===== src/hw/rtl/dsrm_pkg.sv =====
// shared types and constants for the dot-star regex matcher
package dsrm_pkg;

	localparam int PATTERN_MAX_DEF = 32;

	localparam logic [7:0] SYM_DOT  = 8'd46;
	localparam logic [7:0] SYM_STAR = 8'd42;

	localparam logic [1:0] KIND_PATTERN = 2'd0;
	localparam logic [1:0] KIND_START   = 2'd1;
	localparam logic [1:0] KIND_TEXT    = 2'd2;

	localparam logic [1:0] STATUS_OK          = 2'd0;
	localparam logic [1:0] STATUS_TOO_LONG    = 2'd1;
	localparam logic [1:0] STATUS_LEADING_STAR = 2'd2;

	typedef struct packed {
		logic [1:0] kind;
		logic [7:0] symbol;
		logic       last;
	} item_t;

	typedef struct packed {
		logic       matched;
		logic [1:0] status;
	} result_t;

	// row control broadcast to every cell
	typedef struct packed {
		logic       clear;
		logic       start;
		logic       step;
		logic [7:0] sym;
	} row_ctrl_t;

endpackage


===== src/hw/rtl/dsrm_cell.sv =====
// one pattern element: stored byte, dot and star flags, and its row bit
module dsrm_cell (
	input  logic               clk,
	input  logic               arst_n,
	input  dsrm_pkg::row_ctrl_t ctrl,
	input  logic               en,
	input  logic               wr,
	input  logic [7:0]         wr_byte,
	input  logic               set_star,
	input  logic               chain_in,
	input  logic               row_prev,
	output logic               chain_out,
	output logic               row_q
);
	import dsrm_pkg::*;

	logic [7:0] byte_q;
	logic       dot_q;
	logic       star_q;
	logic       hit;
	logic       row_nxt;

	always_ff @(posedge clk) begin
		if (wr) begin
			byte_q <= wr_byte;
			dot_q  <= (wr_byte == SYM_DOT);
			star_q <= 1'b0;
		end else if (set_star) begin
			star_q <= 1'b1;
		end
	end

	assign hit = dot_q || (byte_q == ctrl.sym);

	always_comb begin
		row_nxt = row_q;
		if (ctrl.clear) begin
			row_nxt = 1'b0;
		end else if (ctrl.start) begin
			// zero-occurrence closure ripples through starred cells
			row_nxt = en && chain_in && star_q;
		end else if (ctrl.step) begin
			if (!en)
				row_nxt = 1'b0;
			else if (star_q)
				row_nxt = chain_in || (hit && row_q);
			else
				row_nxt = hit && row_prev;
		end
	end

	assign chain_out = row_nxt;

	always_ff @(posedge clk or negedge arst_n) begin
		if (!arst_n)
			row_q <= 1'b0;
		else
			row_q <= row_nxt;
	end

endmodule


===== src/hw/rtl/dot_star_regex_matcher_top.sv =====
// top level of the dot-star regex matcher: control, cell chain and result register
// Matches a streamed byte string against a pattern of literals, dot (any
// byte) and star (previous element repeats zero or more times).
// Input channel item_valid/item_ready/item carries kind, symbol and last.
// A pattern character (kind 0) is stored in the next cell of the chain; a
// star marks the previous cell. A pattern character after a closed pattern
// begins a new pattern. Start of text (kind 1) and each text byte (kind 2)
// give one result on result_valid/result_ready/result: matched and status.
// Kinds 0 and 3 give no result.
// One item is taken per cycle unless a stalled result holds the input. A result
// appears in the cycle after its item is accepted; the row update is one pass
// through the cell chain, where star closure ripples cell to cell like a carry.
// The result register lets a new item in while a result waits, as long as
// the receiver takes it in the same cycle; a stalled result holds and the
// input stalls with it.
// Reset clears the element count, status, closure flag and the whole row;
// the element storage is written only by pattern loading.
module dot_star_regex_matcher_top #(
	parameter int PATTERN_MAX = dsrm_pkg::PATTERN_MAX_DEF
) (
	input  logic              clk,
	input  logic              arst_n,
	input  logic              item_valid,
	output logic              item_ready,
	input  dsrm_pkg::item_t   item,
	output logic              result_valid,
	input  logic              result_ready,
	output dsrm_pkg::result_t result
);
	import dsrm_pkg::*;

	localparam int CW = $clog2(PATTERN_MAX + 1);

	logic [CW-1:0]        count_q;
	logic                 closed_q;
	logic [1:0]           status_q;
	logic                 row0_q;
	logic                 result_valid_q;
	result_t              result_q;

	logic                 accept;
	logic                 is_pat, is_start, is_text;
	logic [CW-1:0]        count_eff;
	logic [1:0]           status_eff;
	logic                 is_star;
	logic                 row0_nxt;
	row_ctrl_t            ctrl;
	logic [PATTERN_MAX:0] row;
	logic [PATTERN_MAX:0] row_nxt;
	logic [PATTERN_MAX-1:0] wr;
	logic [PATTERN_MAX-1:0] set_star;
	logic [PATTERN_MAX-1:0] en;

	assign item_ready = !result_valid_q || result_ready;
	assign accept     = item_valid && item_ready;

	always_comb begin
		is_pat   = 1'b0;
		is_start = 1'b0;
		is_text  = 1'b0;
		unique case (item.kind)
			KIND_PATTERN: is_pat   = accept;
			KIND_START:   is_start = accept;
			KIND_TEXT:    is_text  = accept;
			default: ;
		endcase
	end

	// a closed pattern restarts on the next pattern character
	assign count_eff  = closed_q ? '0 : count_q;
	assign status_eff = closed_q ? STATUS_OK : status_q;
	assign is_star    = (item.symbol == SYM_STAR);

	assign ctrl.clear = is_pat && closed_q;
	assign ctrl.start = is_start;
	assign ctrl.step  = is_text;
	assign ctrl.sym   = item.symbol;

	always_comb begin
		row0_nxt = row0_q;
		if (ctrl.clear || ctrl.step)
			row0_nxt = 1'b0;
		else if (ctrl.start)
			row0_nxt = 1'b1;
	end

	assign row[0]     = row0_q;
	assign row_nxt[0] = row0_nxt;

	for (genvar i = 0; i < PATTERN_MAX; i++) begin : g_cell
		assign en[i]       = (CW'(i) < count_q);
		assign wr[i]       = is_pat && !is_star && (count_eff == CW'(i));
		assign set_star[i] = is_pat && is_star && (count_eff == CW'(i + 1));

		dsrm_cell u_cell (
			.clk       (clk),
			.arst_n    (arst_n),
			.ctrl      (ctrl),
			.en        (en[i]),
			.wr        (wr[i]),
			.wr_byte   (item.symbol),
			.set_star  (set_star[i]),
			.chain_in  (row_nxt[i]),
			.row_prev  (row[i]),
			.chain_out (row_nxt[i+1]),
			.row_q     (row[i+1])
		);
	end

	always_ff @(posedge clk or negedge arst_n) begin
		if (!arst_n) begin
			count_q  <= '0;
			closed_q <= 1'b0;
			status_q <= STATUS_OK;
			row0_q   <= 1'b0;
		end else begin
			row0_q <= row0_nxt;
			if (is_pat) begin
				closed_q <= item.last;
				if (is_star) begin
					count_q <= count_eff;
					if (count_eff == '0 && status_eff == STATUS_OK)
						status_q <= STATUS_LEADING_STAR;
					else
						status_q <= status_eff;
				end else if (count_eff == CW'(PATTERN_MAX)) begin
					count_q <= count_eff;
					if (status_eff == STATUS_OK)
						status_q <= STATUS_TOO_LONG;
					else
						status_q <= status_eff;
				end else begin
					count_q  <= count_eff + CW'(1);
					status_q <= status_eff;
				end
			end else if (is_start || is_text) begin
				closed_q <= 1'b1;
			end
		end
	end

	// result register
	always_ff @(posedge clk or negedge arst_n) begin
		if (!arst_n)
			result_valid_q <= 1'b0;
		else if (is_start || is_text)
			result_valid_q <= 1'b1;
		else if (result_ready)
			result_valid_q <= 1'b0;
	end

	always_ff @(posedge clk) begin
		if (is_start || is_text) begin
			result_q.matched <= (status_q == STATUS_OK) && row_nxt[count_q];
			result_q.status  <= status_q;
		end
	end

	assign result_valid = result_valid_q;
	assign result       = result_q;

endmodule


===== config.mk =====
export PLATFORM = sky130hd
export DESIGN_NAME = dot_star_regex_matcher_top
export DESIGN_NICKNAME = d
export VERILOG_FILES = /design/src/hw/rtl/dsrm_pkg.sv /design/src/hw/rtl/dsrm_cell.sv /design/src/hw/rtl/dot_star_regex_matcher_top.sv
export SDC_FILE = /design/constraint.sdc
export NUM_CORES = 1
export LEC_CHECK = 0
export BUFFER_PORTS_ARGS = -buffer_cell sky130_fd_sc_hd__buf_2
export CORE_UTILIZATION = 55
export DETAILED_ROUTE_END_ITERATION = 6
export PLACE_DENSITY_LB_ADDON = 0.08
export SYNTH_ARGS = -nofsm -noshare
export SYNTH_HDL_FRONTEND = slang
export SYNTH_SLANG_ARGS = --single-unit

===== constraint.sdc =====
create_clock -name clk -period 5.7 [get_ports clk]
set_clock_uncertainty 0.15 [all_clocks]
set_input_delay 1.425 -clock clk [delete_from_list [all_inputs] [get_ports clk]]
set_output_delay 1.425 -clock clk [all_outputs]
set_load 0.05 [all_outputs]

======== Word-level counts from Yosys, hierarchy flattened ========
Index checks and enable logic that the tools add are counted.
storage, ports and cells
  bits in registers ....................... 366
  output and inout port bits .............. 5
cells by class
  eq/ne operators ......................... 68
  $lt $le $gt $ge ......................... 33
  multiplexer cells ....................... 179
  add/subtract/negate cells ............... 1
  reductions and logical operators ........ 273
operators with widths
  operator                                                               count
  8-bit equality test                                                    32
  1-bit logical AND                                                      198
  1-bit 2-to-1 mux                                                       170
  6-bit by 5-bit equality test with 1-bit output, second input constant  16
  5-bit by 6-bit < comparator with 1-bit output, first input constant    16
  1-bit logical OR                                                       67
  6-bit by 4-bit equality test with 1-bit output, second input constant  8
  4-bit by 6-bit < comparator with 1-bit output, first input constant    8
  6-bit by 3-bit equality test with 1-bit output, second input constant  4
  3-bit by 6-bit < comparator with 1-bit output, first input constant    4
  6-bit 2-to-1 mux                                                       3
  8-bit by 6-bit equality test with 1-bit output, second input constant  2
  6-bit by 2-bit equality test with 1-bit output, second input constant  2
  1-bit by 6-bit < comparator with 1-bit output, first input constant    2
  2-bit by 6-bit < comparator with 1-bit output, first input constant    2
  2-bit 2-to-1 mux                                                       5
  6-bit by 7-bit < comparator with 1-bit output, second input constant   1
  6-bit by 1-bit adder with 6-bit output, second input constant          1
  1-bit binary-select mux with 6-bit select                              1
  6-bit by 1-bit equality test with 1-bit output, second input constant  1
  6-bit equality test, second input constant                             1
  2-bit zero test                                                        3
  6-bit zero test                                                        1
  2-bit nonzero test                                                     2
  other kinds (3)                                                        4

======== Depth between registers and ports, before layout ========
  depth in word-level cells ............... 202
  gate-level depth with buffers ........... 22

======== Modules after synthesis ========
A second synthesis with hierarchy kept.
second synthesis, totals
  cell total of the unflattened synthesis .. 1468
  area, all modules ....................... 17910.9 µm²
by module, submodules not included
  module                      area an instance (µm²)  seq. area each (µm²)  times used  cells each
  dsrm_cell                   501.7                   315.3                 32          37
  dot_star_regex_matcher_top  1855.5                  365.4                 1           284

======== Worst setup path before layout ========
OpenSTA, ideal clock, no wires.
  path kind ............................... input to register
  start point ............................. input port result_ready
  end point ............................... register result_q, in the netlist result[2], data pin
  data required time ...................... 5.380 ns
  slack ................................... -0.394 ns
  setup time .............................. 0.170 ns
  cell stages on the path ................. 20
  arrival ................................. 5.774 ns
  cells stage by stage .................... nand2b_1 -> buf_2 -> and4b_1 -> buf_2 -> a21oi_1 -> o211ai_1 -> o21ai_2 -> nor4_4 -> a2111oi_2 -> o32ai_4 -> a21oi_2 -> nor4b_2 -> o21a_2 -> o31ai_4 -> o2111a_2 -> or3_4 -> or4_4 -> a21oi_2 -> a211oi_1 -> nor4_2
between the ends
  word-level cells in the longest chain between the ends .. 201
  elaborated cells between the ends (all ways) .. 268
  classes of those cells .................. 167 x mux; 101 x reduce/logical
RTL lines
  item                                         RTL line                           source
  start: declaration                           dot_star_regex_matcher_top.sv:27   input logic result_ready,
  1-bit logical OR *                           dot_star_regex_matcher_top.sv:54   assign item_ready = !result_valid_q || result_ready;
  net item_ready                               dot_star_regex_matcher_top.sv:24   output logic item_ready,
  1-bit logical AND *                          dot_star_regex_matcher_top.sv:55   assign accept = item_valid && item_ready;
  1-bit 2-to-1 mux                             dot_star_regex_matcher_top.sv:61   unique case (item.kind)
  1-bit logical AND                            dot_star_regex_matcher_top.sv:74   assign ctrl.clear = is_pat && closed_q;
  1-bit logical OR                             dot_star_regex_matcher_top.sv:81   if (ctrl.clear || ctrl.step)
  1-bit 2-to-1 mux                             dot_star_regex_matcher_top.sv:81
  1-bit logical OR                             dsrm_cell.sv:46                    row_nxt = chain_in || (hit && row_q);
  [... 185 more ...]                           n/a
  net g_cell[30].u_cell.chain_out              dsrm_cell.sv:12                    output logic chain_out,
  [... 1 more ...]                             n/a
  1-bit 2-to-1 mux                             dsrm_cell.sv:45                    else if (star_q)
  1-bit 2-to-1 mux                             dsrm_cell.sv:43                    if (!en)
  1-bit 2-to-1 mux                             dsrm_cell.sv:42                    end else if (ctrl.step) begin
  1-bit 2-to-1 mux                             dsrm_cell.sv:39                    end else if (ctrl.start) begin
  1-bit 2-to-1 mux                             dsrm_cell.sv:37                    if (ctrl.clear) begin
  1-bit binary-select mux with 6-bit select *  dot_star_regex_matcher_top.sv:154  result_q.matched <= (status_q == STATUS_OK) && row_nxt[count_q];
  1-bit 2-to-1 mux (implied by the code) *     dot_star_regex_matcher_top.sv:154
  1-bit logical AND *                          dot_star_regex_matcher_top.sv:154
  end: declaration                             dot_star_regex_matcher_top.sv:39   result_t result_q;
The timed path passes the listed nets; every way through them passes the cells marked *. The select of a mux whose other input is x is not followed.
A chain may end at the register's enable or synchronous reset.

======== Final worst setup path ========
  start point ............................. input port item[3] in the netlist's numbering
  end point ............................... register result_q, in the netlist result[2], data pin
between the ends
  word-level cells in the longest chain between the ends .. 198
  elaborated cells between the ends (all ways) .. 385
  classes of those cells .................. 32 x eq/ne; 162 x mux; 191 x reduce/logical
RTL lines
  item                                         RTL line                           source
  start: declaration                           dot_star_regex_matcher_top.sv:25   input dsrm_pkg::item_t item,
  8-bit equality test                          dsrm_cell.sv:33                    assign hit = dot_q || (byte_q == ctrl.sym);
  1-bit logical OR                             dsrm_cell.sv:33
  1-bit logical AND                            dsrm_cell.sv:46
  1-bit logical OR                             dsrm_cell.sv:46
  1-bit 2-to-1 mux                             dsrm_cell.sv:45
  1-bit 2-to-1 mux                             dsrm_cell.sv:43
  1-bit 2-to-1 mux                             dsrm_cell.sv:42
  1-bit 2-to-1 mux                             dsrm_cell.sv:39
  [... 182 more ...]                           n/a
  1-bit 2-to-1 mux                             dsrm_cell.sv:45
  1-bit 2-to-1 mux                             dsrm_cell.sv:43
  1-bit 2-to-1 mux                             dsrm_cell.sv:42
  1-bit 2-to-1 mux                             dsrm_cell.sv:39
  1-bit 2-to-1 mux                             dsrm_cell.sv:37
  1-bit binary-select mux with 6-bit select *  dot_star_regex_matcher_top.sv:154
  1-bit 2-to-1 mux (implied by the code) *     dot_star_regex_matcher_top.sv:154
  1-bit logical AND *                          dot_star_regex_matcher_top.sv:154
Every way passes the cells marked *; elsewhere a longest branch is shown, timed or not. The select of a mux whose other input is x is not followed.

==> flow_metrics.py <==
metrics = {
    "outcome": {
        "status": "finished, violations left",
        "violations": "negative setup slack",
    },
    "synth": {
        "synth_edf_count": 291,
        "yosysSeqAreaShare_pct": 58.3,
        "synth_cell_types": 94,
        "synth.avg_cell_area_sq_um": 11.8,
        "synth_seq_cells": 366,
        "async_flop_share_pct": 11.7,
        "synth_area_sq_mm": 0.0179,
        "syn-instance-count": 1517,
        "yosys_warnings": 0,
        "syn_nets": 1536,
        "synth_flop_cell": "edfxtp_1",
    },
    "placement": {
        "preCtsSetupSlack_ns": -0.890,
        "dp_hpwl_mm": 36.8,
        "gp_congestion": 1.02,
        "portBuffers": 19,
    },
    "layout": {
        "fill_cells": 2343,
        "finalNetCount": 1780,
        "post_route_cells_drive_above_1_share_pct": 23.6,
        "area_growth_pct": 22.3,
        "diodes": 0,
        "final_util_pct": 69.0,
    },
    "global_routing": {
        "grt_start_max_net_pins": 44,
        "antenna_found_initial": 0,
        "grt_util_all_layers_pct": 31.4,
        "grt_pass1_vias": 13000,
        "grt_pass1_wl_mm": 78.2,
        "grt-ovfl-total": 0,
    },
    "flow_run": {
        "max-cap-violations": 0,
    },
    "timing": {
        "fin_crit_ns": 5.85,
        "rsz0062_at_grt": "yes",
        "fmax_mhz": 171,
        "layout_setup_ws_ns": -0.154,
        "slew_viol_final": 0,
        "setup_violations": 1,
        "period_share_pct": 103,
        "worst_pin_slew_ns": 1.08,
        "finalHoldViolations": 0,
        "slew_headroom_pct": 28.0,
    },
    "pwr": {
        "pwr_density_cell_mw_per_mm2": 309,
        "total_power_mw": 6.77,
        "power_leakage_nw": 8.19,
        "ir_worst_vdd_v": 0.000271,
    },
    "setup_path": {
        "cp_top_family": "simple AND/OR/NAND/NOR gates",
        "worstSetupStartpointType": "primary input",
        "crit_chain": "buf_4 > buf_12 > buf_4 > xor2_1 > nor4_1 > a41o_2 > a21oi_1 > nor3_1 > o21ai_1 > a21boi_1 > buf_4 > nand4b_1 > or3_1 > buf_4 > nor3_2 > a21oi_1 > nor2_2 > or3b_2 > o311ai_0 > a311oi_1 > nor4_1 > o32ai_1 > nor4_2",
        "cp.arrival_ns": 6.06,
        "r2r-start": "count_q[2]$_DFFE_PN0N_",
        "worstSetupEndpointType": "flop",
        "critPathBufInv": 5,
        "cp.required_ns": 5.91,
        "ff2ff_path_depth": 22,
        "crit_fanout": 9,
        "worstReg2RegEnd": "result[2]$_DFFE_PP_",
        "ff2ff_setup_slack_ns": 0.17,
        "crit_top_cell": "buf_4",
        "crit_type": "in -> reg",
        "cpPeakStageDelay_ns": 0.47,
        "cp_slowest_cell": "or3b_2",
    },
    "drt": {
        "drt_first_iter_violations": 1322,
        "wl_per_cell_um": 23.2,
        "vias": 13200,
        "viasPerCell": 5.92,
        "routed_wl_mm": 51.7,
        "drc_errors": 0,
        "drt_pass1_iterations": 5,
        "ant_nets": 0,
    },
    "floorplan": {
        "io_pins": 20,
        "die_area_sq_mm": 0.0333,
        "die_y_um": 183,
        "die_x_um": 183,
        "fp.coreArea_sq_mm": 0.0318,
        "initial_core_util_pct": 56.4,
        "num_rows": 65,
    },
    "min_path": {
        "holdPathStages": 2,
        "holdCritStartpoint": "g_cell[0].u_cell.star_q$_SDFFE_PP0P_",
        "whs_endpoint": "g_cell[0].u_cell.star_q$_SDFFE_PP0P_",
        "min_path_type": "reg -> reg",
    },
    "clocking": {
        "worstSkewPairLatency_ns": 0.53,
        "htree_levels": 2,
        "root_buffer": "clkbuf_16",
        "clk_pin_slew_ns": 0.06,
        "cts_buffers": 39,
        "cts.sinks": 366,
        "cts_buffer_depth": 3,
        "cts_tree": "done",
    },
}
## tightest hold or removal path, delay by kind of cell, from the launching register on
family / cells / cell delay [ns]
compound gates: 1 / 0.05
flops: 1 / 0.37
simple gates: 1 / 0.08
## repair_timing
action / CTS / global route
endpoints found under the setup margin: 2 / 5
gates resized for setup: 8 / 48
pin swaps: 8 / 12
endpoints found under the hold margin: 0 / 0
setup buffers: 1 / 13
cloned: 0 / 1
hold buffers: 0 / 0
## how the worst max path moves through the flow
| stage | start | to | slack [ns] | cells after the start |
|---|---|---|---|---|
| finish | item[3] | result[2]$_DFFE_PP_ | -0.15 | 23 |
| detailed placement | item[4] | result[2]$_DFFE_PP_ | -0.89 | 23 |
| global placement | item[4] | result[2]$_DFFE_PP_ | -1.05 | 23 |
| CTS | item[4] | result[2]$_DFFE_PP_ | -0.15 | 21 |
| floorplan | item[2] | result[2]$_DFFE_PP_ | -0.02 | 20 |
| global route | item[3] | result[2]$_DFFE_PP_ | -0.40 | 23 |
## registers in the layout, indices dropped and copies added (netlist names)
name and count:
closed_q 1, count_q 6, g_cell.u_cell.byte_q 256, g_cell.u_cell.dot_q 32
g_cell.u_cell.row_q 32, g_cell.u_cell.star_q 32, result 3, result_valid 1
row0_q 1, status_q 2
## logic make-up (layout without fill, tap and decap cells)
group,count (synthesis),in the layout,synth area share [%]
XOR/XNOR,257,257,12.6
AO/OA/AOI/OAI,320,320,12.3
multiplexers,8,8,0.677
flip-flops,366,366,58.3
AND/OR/NAND/NOR,448,448,12.7
buffers and inverters,114,388,3.11
adder cells (fa/ha/maj),4,4,0.279
## per-layer routing
metal	vias to the layer above	share of wire, %	track usage [%]	routed length [um]
li1	6059	-	-	-
met1	6528	45	46.3	23200
met2	527	45	48.6	23400
met3	75	7.5	4.55	3880
met4	0	2.3	8.74	1210
met5	-	0	0	0
## where the power goes
group / internal, mW / switching (mW)
registers: 2.94 / 0.0469
clock network: 1.53 / 1.04
logic: 0.486 / 0.729
## placed cells by master, fill, tap and decap left out, types with 6 or more instances in the layout
master / netlist / layout
edfxtp_1: 291 / 291
buf_4: 5 / 250
xor2_1: 206 / 203
nor2_1: 144 / 142
a21oi_1: 117 / 111
nand2_1: 84 / 84
xnor2_1: 51 / 51
dfrtp_1: 43 / 43
clkbuf_16: 0 / 42
o21ai_0: 42 / 39
nor4_1: 41 / 36
inv_1: 32 / 32
dfxtp_1: 32 / 32
and2_1: 30 / 30
nand3_1: 29 / 28
nor3_1: 27 / 25
a41o_1: 25 / 23
o31ai_1: 15 / 15
and3_1: 13 / 13
buf_12: 0 / 13
nand2b_1: 12 / 12
a21o_1: 11 / 11
a31oi_1: 11 / 11
buf_2: 28 / 11
or3_1: 12 / 10
o21ai_1: 7 / 9
o211ai_1: 9 / 9
buf_6: 10 / 9
a21oi_2: 4 / 8
nor2b_1: 8 / 8
nor3b_1: 9 / 7
nor4_2: 4 / 7
clkinv_2: 0 / 7
nand4_1: 6 / 6
clkbuf_8: 0 / 6
## synthesized netlist by cell type, drive strengths merged (4+ instances only)
cell,count,area share [%]
o21ai,50,1.4
a31oi,11,0.38
nand2b,12,0.42
and3,14,0.52
nand2,84,1.8
buf,55,1.9
nor2,144,3.0
a211o,4,0.20
nand4b,4,0.20
nor3b,9,0.38
nor3,28,0.81
a21o,11,0.46
a211oi,6,0.28
or3,13,0.48
dfrtp,43,6.0
nor2b,9,0.33
nor4,46,1.8
edfxtp,291,49
clkbuf,27,0.57
a21boi,5,0.21
nand3,29,0.81
nand4,6,0.21
o2111ai,4,0.20
a41oi,4,0.24
o211a,4,0.22
o31ai,16,0.75
ha,4,0.28
a21oi,121,3.5
o211ai,9,0.38
or2,5,0.17
inv,32,0.67
o21a,6,0.26
xnor2,51,2.5
a221oi,7,0.34
or4,5,0.23
dfxtp,32,3.6
and2,31,1.1
a41o,25,1.4
xor2,206,10
## cell type report
type                    instances  area (sq um)  share of cell area [%]
flip-flops and latches        366         10500                    47.7
multi-input cells            1037          7160                    32.7
repair buffers                285          2330                    10.6
clock buffers                  50          1120                    5.11
well taps                     435           544                    2.48
clock inverters                21           195                   0.890
inverters                      32           120                   0.548
## metrics by stage
step	TNS, ns	cell area, sq um	hold WS (ns)	std cells
3_3_place_gp	-3.39	20200	0.358	2140
4_1_cts	-0.154	21500	0.384	2212
2_1_floorplan	-0.0166	18100	0.309	1517
3_5_place_dp	-2.78	20200	0.369	2140
6_report	-0.154	21900	0.388	2226
5_1_grt	-0.453	21900	0.404	2226
(Power assumes the default switching activity.)
